### config.mk
export PLATFORM = sky130hd
export DESIGN_NAME = token_bucket_rate_limiter
export DESIGN_NICKNAME = d
export VERILOG_FILES = /design/src/design/tbrl_pkg.sv /design/src/design/token_bucket_rate_limiter.sv
export SDC_FILE = /design/constraint.sdc
export NUM_CORES = 2
export LEC_CHECK = 0
export BUFFER_PORTS_ARGS = -buffer_cell sky130_fd_sc_hd__buf_2
export CAP_MARGIN = 20
export CELL_PAD_IN_SITES_DETAIL_PLACEMENT = 0
export CELL_PAD_IN_SITES_GLOBAL_PLACEMENT = 1
export CORE_MARGIN = 8
export CORE_UTILIZATION = 54
export DETAILED_ROUTE_END_ITERATION = 8
export PLACE_DENSITY = 0.87
export SLEW_MARGIN = 10
export SYNTH_ARGS = -nofsm -noshare
export SYNTH_HDL_FRONTEND = slang
export SYNTH_SLANG_ARGS = --single-unit
export TNS_END_PERCENT = 5
### constraint.sdc
create_clock -name clk_i -period 23.1 [get_ports clk_i]
set_clock_uncertainty 0.2 [all_clocks]
set_input_delay 1.155 -clock clk_i [delete_from_list [all_inputs] [get_ports clk_i]]
set_output_delay 1.155 -clock clk_i [all_outputs]
set_load 0.01 [all_outputs]
### src/design/tbrl_pkg.sv
package tbrl_pkg;

  // Default widths of the time and counter state
  localparam int DEF_TIME_WIDTH  = 32;
  localparam int DEF_COUNT_WIDTH = 32;

  // Fixed field widths
  localparam int LEVEL_W   = 26;   // bucket level, milli-tokens
  localparam int CFG_W     = 16;   // widest config register
  localparam int CFG_IDX_W = 2;
  localparam int NOW_W     = 32;
  localparam int CNT_OUT_W = 32;
  localparam int RATE_W    = 40;   // measured rate, Q8
  localparam int RATE_FRAC = 8;

  localparam int MILLI = 1000;

  // Register indexes
  localparam logic [CFG_IDX_W-1:0] CFG_LIMIT_ENABLE  = 2'd0;
  localparam logic [CFG_IDX_W-1:0] CFG_REFILL_RATE   = 2'd1;
  localparam logic [CFG_IDX_W-1:0] CFG_BURST_LIMIT   = 2'd2;
  localparam logic [CFG_IDX_W-1:0] CFG_WINDOW_LENGTH = 2'd3;

  // Register reset values
  localparam logic             RST_LIMIT_ENABLE  = 1'b1;
  localparam logic [CFG_W-1:0] RST_REFILL_RATE   = 16'd10;
  localparam logic [CFG_W-1:0] RST_BURST_LIMIT   = 16'd20;
  localparam logic [CFG_W-1:0] RST_WINDOW_LENGTH = 16'd60;
  localparam logic [LEVEL_W-1:0] RST_LEVEL = LEVEL_W'(20 * MILLI);
  localparam logic [LEVEL_W-1:0] MAX_LEVEL = LEVEL_W'(65535 * MILLI);

  // Stream payload widths, padded to whole bytes
  localparam int IN_TDATA_W  = 40;   // now_ms, exempt
  localparam int OUT_TDATA_W = 136;  // allowed .. measured_rate

endpackage

### src/design/token_bucket_rate_limiter.sv
// Token bucket rate limiter. Each request on the slave stream carries a
// millisecond timestamp and an exempt flag; one result per request leaves on
// the master stream with the allow decision, the bucket level in
// milli-tokens, the wrapping total and rejected counters and the last
// measured rate (allowed requests per second, Q8). Requests are handled one
// at a time by a small sequencer around one registered multiplier, a
// divide-by-1000 stage that retires one byte of whole seconds per cycle by
// reciprocal multiplication, and one restoring divider for the rate that
// retires one quotient bit per cycle. A bypassed request (limiting off or
// exempt) goes from idle straight to the emit step; a rejected request
// passes the multiply, refill and consume steps first; an allowed request
// adds SD = ceil(TIME_WIDTH / 8) byte steps for the seconds and the window
// check; an allowed request that closes the statistics window with nonzero
// elapsed seconds adds DW = COUNT_WIDTH + 8 rate divider steps. The emit step
// registers the result as the sequencer returns to idle, and it stalls while
// the previous result still waits. The result sits in an output register, so
// the next request is taken once the sequencer is back in idle even if the
// last result has not been consumed yet. Config writes are taken every cycle
// and must only happen while no request is in flight.
module token_bucket_rate_limiter #(
  parameter int TIME_WIDTH  = tbrl_pkg::DEF_TIME_WIDTH,
  parameter int COUNT_WIDTH = tbrl_pkg::DEF_COUNT_WIDTH
) (
  input  logic                               clk_i,
  input  logic                               rst_ni,
  // request stream
  input  logic                               s_axis_tvalid,
  output logic                               s_axis_tready,
  // [31:0] now_ms, [32] exempt, rest zero
  input  logic [tbrl_pkg::IN_TDATA_W-1:0]    s_axis_tdata,
  // result stream
  output logic                               m_axis_tvalid,
  input  logic                               m_axis_tready,
  // [0] allowed, [26:1] tokens_left, [58:27] total_count,
  // [90:59] rejected_count, [130:91] measured_rate, rest zero
  output logic [tbrl_pkg::OUT_TDATA_W-1:0]   m_axis_tdata,
  // config write channel
  input  logic                               cfg_valid_i,
  output logic                               cfg_ready_o,
  input  logic [tbrl_pkg::CFG_IDX_W-1:0]     cfg_index_i,
  input  logic [tbrl_pkg::CFG_W-1:0]         cfg_data_i
);
  import tbrl_pkg::*;

  // rate divider widths: dividend holds count << 8, divisor whole seconds
  localparam int DW    = COUNT_WIDTH + RATE_FRAC;
  localparam int SW    = TIME_WIDTH;
  localparam int CNT_W = $clog2(DW);
  localparam int PROD_W = LEVEL_W + CFG_W;

  // seconds stage: long division by 1000, one byte per step
  localparam int SEC_DIG = (TIME_WIDTH + 7) / 8;
  localparam int SEC_PW  = SEC_DIG * 8;
  localparam int SEC_RW  = 10;               // remainder, below 1000
  localparam int SEC_TW  = SEC_RW + 8;       // partial dividend, below 256000
  localparam int SEC_SH  = 28;
  localparam int SEC_MW  = SEC_TW + 19;
  // ceil(2^28 / 1000); exact floor for any partial dividend below 2^18
  localparam logic [18:0] SEC_RECIP = 19'd268436;

  typedef enum logic [7:0] {
    ST_IDLE    = 8'b0000_0001,
    ST_MUL     = 8'b0000_0010,
    ST_REFILL  = 8'b0000_0100,
    ST_CONSUME = 8'b0000_1000,
    ST_SECS    = 8'b0001_0000,
    ST_CHECK   = 8'b0010_0000,
    ST_RATE    = 8'b0100_0000,
    ST_EMIT    = 8'b1000_0000
  } state_e;

  state_e state_q;

  // config registers
  logic             enable_q;
  logic [CFG_W-1:0] refill_q, burst_q, window_q;

  // limiter state
  logic [LEVEL_W-1:0]     level_q;
  logic [TIME_WIDTH-1:0]  last_refill_q, win_start_q;
  logic [COUNT_WIDTH-1:0] win_allowed_q, total_q, rejected_q;
  logic [RATE_W-1:0]      rate_q;

  // per-request working registers
  logic [TIME_WIDTH-1:0] now_q;
  logic                  allowed_q;
  logic                  el_nz_q;    // elapsed time nonzero
  logic                  el_big_q;   // elapsed alone overflows the bucket
  logic [PROD_W-1:0]     prod_q;
  logic [LEVEL_W-1:0]    cap_q;

  // seconds stage: dividend bytes shift out, quotient bytes shift in
  logic [SEC_PW-1:0] sec_num_q;
  logic [SEC_RW-1:0] sec_rem_q;

  // rate divider
  logic [DW-1:0]    div_num_q;   // dividend shifts out, quotient shifts in
  logic [SW-1:0]    div_rem_q;
  logic [SW-1:0]    div_den_q;
  logic [CNT_W-1:0] div_cnt_q;

  // output register
  logic                   m_valid_q;
  logic [OUT_TDATA_W-1:0] m_data_q;

  // combinational helpers
  logic [TIME_WIDTH-1:0] now_in, elapsed, win_diff, secs;
  logic                  in_exempt, s_fire;
  logic [SW:0]           rem_sh, rem_sub;
  logic                  div_fits;
  logic [PROD_W:0]       fill_sum;
  logic                  fill_full;
  logic [SEC_TW-1:0]     sec_t;
  logic [7:0]            sec_dig;
  logic [SEC_RW-1:0]     sec_r;

  assign now_in    = TIME_WIDTH'(s_axis_tdata[NOW_W-1:0]);
  assign in_exempt = s_axis_tdata[NOW_W];
  assign s_fire    = s_axis_tvalid && s_axis_tready;

  assign s_axis_tready = (state_q == ST_IDLE);
  assign cfg_ready_o   = 1'b1;
  assign m_axis_tvalid = m_valid_q;
  assign m_axis_tdata  = m_data_q;

  assign elapsed  = now_q - last_refill_q;
  assign win_diff = now_q - win_start_q;
  assign secs     = TIME_WIDTH'(sec_num_q);

  // one byte of ms / 1000 per step
  assign sec_t   = {sec_rem_q, sec_num_q[SEC_PW-1 -: 8]};
  assign sec_dig = 8'((SEC_MW'(sec_t) * SEC_MW'(SEC_RECIP)) >> SEC_SH);
  assign sec_r   = SEC_RW'(sec_t - SEC_TW'(sec_dig) * SEC_TW'(MILLI));

  // one restoring step per cycle
  assign rem_sh   = {div_rem_q, div_num_q[DW-1]};
  assign rem_sub  = rem_sh - {1'b0, div_den_q};
  assign div_fits = rem_sh >= {1'b0, div_den_q};

  // refill saturates when level plus added tokens reaches capacity
  assign fill_sum  = {1'b0, prod_q} + (PROD_W + 1)'(level_q);
  assign fill_full = el_big_q || (fill_sum >= (PROD_W + 1)'(cap_q));

  always_ff @(posedge clk_i or negedge rst_ni) begin
    if (!rst_ni) begin
      state_q       <= ST_IDLE;
      enable_q      <= RST_LIMIT_ENABLE;
      refill_q      <= RST_REFILL_RATE;
      burst_q       <= RST_BURST_LIMIT;
      window_q      <= RST_WINDOW_LENGTH;
      level_q       <= RST_LEVEL;
      last_refill_q <= '0;
      win_start_q   <= '0;
      win_allowed_q <= '0;
      total_q       <= '0;
      rejected_q    <= '0;
      rate_q        <= '0;
      now_q         <= '0;
      allowed_q     <= 1'b0;
      el_nz_q       <= 1'b0;
      el_big_q      <= 1'b0;
      prod_q        <= '0;
      cap_q         <= '0;
      sec_num_q     <= '0;
      sec_rem_q     <= '0;
      div_num_q     <= '0;
      div_rem_q     <= '0;
      div_den_q     <= '0;
      div_cnt_q     <= '0;
      m_valid_q     <= 1'b0;
      m_data_q      <= '0;
    end else begin
      if (cfg_valid_i) begin
        case (cfg_index_i)
          CFG_LIMIT_ENABLE:  enable_q <= cfg_data_i[0];
          CFG_REFILL_RATE:   refill_q <= cfg_data_i;
          CFG_BURST_LIMIT:   burst_q  <= cfg_data_i;
          CFG_WINDOW_LENGTH: window_q <= cfg_data_i;
          default: ;
        endcase
      end

      // emit step reloads the register itself when it fires
      if (m_valid_q && m_axis_tready && (state_q != ST_EMIT)) begin
        m_valid_q <= 1'b0;
      end

      case (state_q)
        ST_IDLE: begin
          if (s_fire) begin
            now_q     <= now_in;
            allowed_q <= 1'b1;
            state_q   <= (enable_q && !in_exempt) ? ST_MUL : ST_EMIT;
          end
        end
        ST_MUL: begin
          prod_q   <= PROD_W'(LEVEL_W'(elapsed)) * PROD_W'(refill_q);
          el_nz_q  <= (elapsed != '0);
          el_big_q <= ((elapsed >> LEVEL_W) != '0) && (refill_q != '0);
          cap_q    <= LEVEL_W'(LEVEL_W'(burst_q) * LEVEL_W'(MILLI));
          state_q  <= ST_REFILL;
        end
        ST_REFILL: begin
          if (el_nz_q) begin
            level_q       <= fill_full ? cap_q : level_q + LEVEL_W'(prod_q);
            last_refill_q <= now_q;
          end
          total_q <= total_q + 1'b1;
          state_q <= ST_CONSUME;
        end
        ST_CONSUME: begin
          if (level_q >= LEVEL_W'(MILLI)) begin
            level_q       <= level_q - LEVEL_W'(MILLI);
            win_allowed_q <= win_allowed_q + 1'b1;
            // elapsed window time in ms / 1000 -> whole seconds
            sec_num_q     <= SEC_PW'(win_diff);
            sec_rem_q     <= '0;
            div_cnt_q     <= CNT_W'(SEC_DIG - 1);
            state_q       <= ST_SECS;
          end else begin
            allowed_q  <= 1'b0;
            rejected_q <= rejected_q + 1'b1;
            state_q    <= ST_EMIT;
          end
        end
        ST_SECS: begin
          sec_num_q <= {sec_num_q[SEC_PW-9:0], sec_dig};
          sec_rem_q <= sec_r;
          div_cnt_q <= div_cnt_q - 1'b1;
          if (div_cnt_q == '0) begin
            state_q <= ST_CHECK;
          end
        end
        ST_RATE: begin
          div_num_q <= {div_num_q[DW-2:0], div_fits};
          div_rem_q <= div_fits ? rem_sub[SW-1:0] : rem_sh[SW-1:0];
          div_cnt_q <= div_cnt_q - 1'b1;
          if (div_cnt_q == '0) begin
            rate_q        <= RATE_W'({div_num_q[DW-2:0], div_fits});
            win_start_q   <= now_q;
            win_allowed_q <= '0;
            state_q       <= ST_EMIT;
          end
        end
        ST_CHECK: begin
          if (secs >= TIME_WIDTH'(window_q)) begin
            if (secs == '0) begin
              // zero divisor: rate reads zero
              rate_q        <= '0;
              win_start_q   <= now_q;
              win_allowed_q <= '0;
              state_q       <= ST_EMIT;
            end else begin
              // Q8 rate = floor((allowed << 8) / secs)
              div_num_q <= DW'({win_allowed_q, {RATE_FRAC{1'b0}}});
              div_den_q <= secs;
              div_rem_q <= '0;
              div_cnt_q <= CNT_W'(DW - 1);
              state_q   <= ST_RATE;
            end
          end else begin
            state_q <= ST_EMIT;
          end
        end
        ST_EMIT: begin
          if (!m_valid_q || m_axis_tready) begin
            m_valid_q <= 1'b1;
            m_data_q  <= OUT_TDATA_W'({rate_q,
                                       CNT_OUT_W'(rejected_q),
                                       CNT_OUT_W'(total_q),
                                       level_q,
                                       allowed_q});
            state_q   <= ST_IDLE;
          end
        end
        default: state_q <= ST_IDLE;
      endcase
    end
  end

`ifndef ASSERT_OFF
  a_level_max: assert property (@(posedge clk_i) disable iff (!rst_ni)
    level_q <= MAX_LEVEL)
    else $error("bucket level above largest capacity");

  a_result_from_emit: assert property (@(posedge clk_i) disable iff (!rst_ni)
    $rose(m_valid_q) |-> $past(state_q == ST_EMIT))
    else $error("result raised outside emit step");

  a_reject_counts_total: assert property (@(posedge clk_i) disable iff (!rst_ni)
    (rejected_q != $past(rejected_q)) |-> (total_q != $past(total_q, 2)))
    else $error("rejected request not counted in total");

  a_rate_opens_window: assert property (@(posedge clk_i) disable iff (!rst_ni)
    (rate_q != $past(rate_q)) |-> (win_allowed_q == '0))
    else $error("rate update did not open a new window");
`endif

endmodule

**Yosys cells after proc, flatten, opt, wreduce, memory -nomap -nowiden**

Index checks and enable logic that the tools add are counted.

- Magnitude comparators: 4
- Multiply operators: 4
- Div/mod/pow operators: 0
- Eq/ne operators: 22
- Mux-type cells: 47
- Bitwise logic cells: 2
- Reductions and logical operators: 39
- Add/subtract/negate cells: 11
- Shift operators: 0

Operators with widths:

| cell | count |
|---|---|
| $mux W32 | 11 |
| $mux W40 | 5 |
| $pmux W32 S2 | 3 |
| $pmux W40 S2 | 2 |
| $add A32 B1 Y32 const B | 3 |
| $pmux W32 S3 | 1 |
| $sub A32 B32 Y32 | 3 |
| $mux W26 | 3 |
| $mux W8 | 8 |
| $pmux W8 S8 | 1 |
| $reduce_bool A32 Y1 | 2 |
| $pmux W26 S2 | 1 |
| $add A42 B26 Y43 | 1 |
| $ge A43 B26 Y1 | 1 |
| $mul A26 B16 Y42 | 1 |
| $mul A18 B17 Y34 const B | 1 |
| $ge A33 B32 Y1 | 1 |
| $ge A32 B16 Y1 | 1 |
| $logic_not A32 Y1 | 1 |
| $add A26 B26 Y26 | 1 |
| $ge A26 B10 Y1 const B | 1 |
| $sub A26 B10 Y26 const B | 1 |
| $mul A16 B7 Y23 const B | 1 |
| $pmux W10 S2 | 1 |
| 35 further kinds | 74 |

- Bits in read-only memories: 0
- Bits in writable memories: 0
- Memories kept: 0
- Flip-flop bits (word level): 667
- Output and inout port bits: 139
- Latch bits: 0
- Bits of input ports: 63
- Word-level logic and storage cells: 155

**Logic depth before layout (Yosys ltp)**

- Depth in word-level cells: 6
- Gate-level depth with buffers: 38
- Depth with buffers taken out: 37

**Least setup slack after synthesis**

No wires, ideal clock.

- Kind: register to register
- From: register now_q[0]
- To: register prod_q[40]
- Stages on the path, launching flop included: 37
- Setup time: 0.133 ns
- Period minus slack after synthesis: 8.809 ns
- Buffers on the path: 1
- Setup slack: 14.291 ns
- Data required time: 22.767 ns
- Data arrival time: 8.476 ns
- Cells stage by stage: dfrtp_1 > inv_1 > ha_1 > inv_1 > fa_1 > a21oi_1 > nand4b_1 > a31oi_1 > o211ai_1 > a21oi_1 > nor4b_1 > nor2b_1 > xor2_1 > clkbuf_1 > nand2_1 > fa_1 > fa_1 > fa_1 > inv_1 > fa_1 > fa_1 > inv_1 > fa_1 > inv_1 > ha_1 > a21o_1 > a21o_1 > a21o_1 > a21o_1 > a2111oi_0 > nand3b_1 > a41oi_1 > nor2b_1 > o41a_1 > a21oi_1 > xor2_1 > o21ai_0

- Cells in the longest elaborated chain, start to end: 2

RTL lines:

| element | line | source |
|---|---|---|
| start, declared | token_bucket_rate_limiter.sv:85 | `logic [TIME_WIDTH-1:0] now_q;` |
| start signal, assigned | token_bucket_rate_limiter.sv:191 | `now_q <= now_in;` |
| $sub A32 B32 Y32 | token_bucket_rate_limiter.sv:126 | `assign elapsed = now_q - last_refill_q;` |
| $mul A26 B16 Y42 | token_bucket_rate_limiter.sv:197 | `prod_q <= PROD_W'(LEVEL_W'(elapsed)) * PROD_W'(refill_q);` |
| end signal, assigned | token_bucket_rate_limiter.sv:197 |  |
| end, declared | token_bucket_rate_limiter.sv:89 | `logic [PROD_W-1:0] prod_q;` |

No other way between the ends.
A chain may end at the register's enable or synchronous reset.

**Worst setup path after layout**

Same ends and word-level chain as after synthesis.

==> impl_metrics.ini <==
[outcome]
status = completed

[layout]
ff_latch_area_mm2 = 0.01671
syn2layout_area_growth_pct = 9.199
fin_nets = 6766
drive_gt1_share_pct = 11.58
multi_input_area_mm2 = 0.03426
final.fill_count = 8565

[detailed_routing]
routed_wl_um = 134300
viasPerCell = 5.627
dr.pass1.iters = 5
drc_errors = 0
antenna_left = 0
drt_iter0_drc = 2290
vias = 40090
wl_per_cell_um = 18.85

[global_route]
grt_max_degree = 183
overflow = 0
grt_pass1_wl_um = 221300
grt_antenna_before_repair = 6
grt_usage_pct = 24.43
grt_pass1_vias = 41490

[logic_synthesis]
ys_ff_latch = 667
ys.flop_type = dfrtp_1
synthCells = 5652
yosys_warnings = 0
ys_seq_area_share_pct = 30.70
synth_top_cell_by_area = dfrtp_1
synth.distinct_cells = 84
netlist.area_leader.share_pct = 29.97
synth.cell_area_mm2 = 0.05443
async_flop_share_pct = 100.0
synth.avg_cell_area_um2 = 9.630
synth_edf_count = 0
synth_top_cells_by_area = dfrtp_1 (30%), fa_1 (16%), ha_1 (11%)

[hold_path]
min_path_cells = 2
hold_path_class = reg2reg
min-delay-start = rate_q[36]$_DFFE_PN0P_

[critical_path]
critical-path-max-stage-delay_ps = 540
cp-start-kind = flip-flop
ff2ff_path_depth = 36
cp_max_fo = 17
cp_common_cell = fa_1
crit_required_ps = 23430
timing.rr.start = now_q[0]$_DFFE_PN0P_
critPathKind = reg2reg
cp.arrival_ps = 9960
critical_path.startpoint = now_q[0]$_DFFE_PN0P_
cp-end-kind = flip-flop
slowest_stage = fa_1

[timing]
final_max_slew_viol_count = 0
fin_setup_tns_ps = 0
rsz0062_at_grt = no
maxSlewHeadroom_pct = 22.39
max_clock_freq_mhz = 103.8
finalSetupViolCount = 0
fin_crit_sh_pct = 41.71
hold_viol = 0
tightestPinTransition_ps = 1158
period_minus_slack_ps = 9636

[cts]
clk_pin_slew_ps = 60
clk_path_buf_depth = 3
h-tree-depth = 3
clk_latency_ps = 660
cts_buffers = 74
cts_resized = 0
cts_tree = done
postCtsSetupRepairBufs = 0
hold_buffers = 0
cts-root-buf = clkbuf_16
clock_sinks = 667

[place]
gp_congestion = 0.8690
io_buffers = 188
place_hpwl_um = 99990

[floorplanning]
core_mm2 = 0.1000
dieArea_mm2 = 0.1112
die_w_um = 333.5
start_util_pct = 54.43
row_count = 116
fp.dieH_um = 333.5
top_level_ports = 202

[job]
drv_cap = 0
final timing paths:
check | endpoint | slack, ps
min in group asynchronous | rate_q[21]$_DFFE_PN0P_ | 360
max in group asynchronous | now_q[17]$_DFFE_PN0P_ | 20130
min | rate_q[36]$_DFFE_PN0P_ | 270
max reg2reg | prod_q[40]$_DFFE_PN0P_ | 13460
max | prod_q[40]$_DFFE_PN0P_ | 13460
min reg2reg | rate_q[36]$_DFFE_PN0P_ | 270
routing by layer:
layer	GRT usage, %	vias to the layer above	part of all wire, %
met5	0	-	0.015
met4	9.007	4	3.5
met3	3.914	259	5.7
met2	40.54	926	47
met1	32.35	19890	43
li1	-	19010	-
state kept, by name, indices dropped and copies added, names as in the netlist, 23 cells and up:
name / flops
cap_q: 23
sec_num_q: 32
rate_q: 40
now_q: 32
total_q: 32
rejected_q: 32
win_allowed_q: 32
win_start_q: 32
div_num_q: 40
div_rem_q: 32
last_refill_q: 32
m_axis_tdata: 131
prod_q: 42
div_den_q: 32
level_q: 26
cell usage after synthesis (31+ instances only):
cell / count
a21o_1: 109
nand4_1: 39
dfrtp_1: 652
o21ai_0: 350
nor2b_1: 43
fa_1: 442
inv_1: 727
o21a_1: 31
xor2_1: 86
clkbuf_1: 181
nor2_1: 158
mux2i_1: 89
nand3_1: 135
and2_1: 176
xnor2_1: 162
a21oi_1: 227
nand2b_1: 54
nand2_1: 734
mux2_2: 234
nor3_1: 64
ha_1: 499
and3_1: 46
worst max-delay path: cells and delay by family (launching register included):
| family | cells | cell delay [ps] |
|---|---|---|
| AOI/OAI and AO/OA | 13 | 2820 |
| xor gates and xnor gates | 2 | 330 |
| adders and majority gates | 9 | 3990 |
| buffers and inverters | 6 | 630 |
| DFF | 1 | 370 |
| and+or+nand+nor | 6 | 1130 |
cell type report:
type                    count  share of cell area [%]
diodes                      8                 0.03368
clock buffers              99                   3.528
clock inverters            34                  0.9052
inverters                 727                   4.591
multi-input cells        4042                   57.64
flip-flops and latches    667                   28.11
well taps                1298                   2.732
repair buffers            250                   2.459
cell usage in the layout, fill, tap and decap left out, types with 27 or more instances in the layout:
cell / n
nor3_1: 64
mux2i_1: 89
buf_2: 187
a21o_1: 108
o21a_1: 31
fa_1: 442
nand2b_1: 54
buf_4: 59
o31ai_1: 27
nor2_1: 155
xnor2_1: 154
and3_1: 46
mux2_2: 234
a21oi_1: 226
nor2b_1: 43
dfrtp_1: 652
o21ai_0: 350
clkbuf_16: 75
nand3_1: 135
and2_1: 175
xor2_1: 82
nand4_1: 39
ha_1: 499
inv_1: 727
nand2_1: 733
metrics by stage:
stage / std cells / cell area [um^2] / worst slack [ps] / hold slack, ps / util [%]
after CTS: 7116 / 59390 / 13490 / 273.4 / 59.39
final: 7125 / 59440 / 13460 / 266.0 / 59.44
after global routing: 7117 / 59420 / 12800 / 294.7 / 59.42
after detailed placement: 6983 / 56760 / 13470 / 259.2 / 56.76
after floorplan: 5656 / 54450 / 14290 / 234.8 / -
after global placement: 6983 / 56760 / 13580 / 252.5 / 56.76
logic make-up after synthesis:
group                      synth area share, %
buffers and inverters                    6.673
xor gates and xnor gates                 3.991
and+or+nand+nor                          13.88
DFF                                      30.70
adders and majority gates                27.73
other                                  0.01380
AOI/OAI and AO/OA                        10.54
muxes                                    6.478
Power is left out: the tool's default activity adds up to more than one toggle a clock period on the data nets, which glitch-free logic cannot reach.
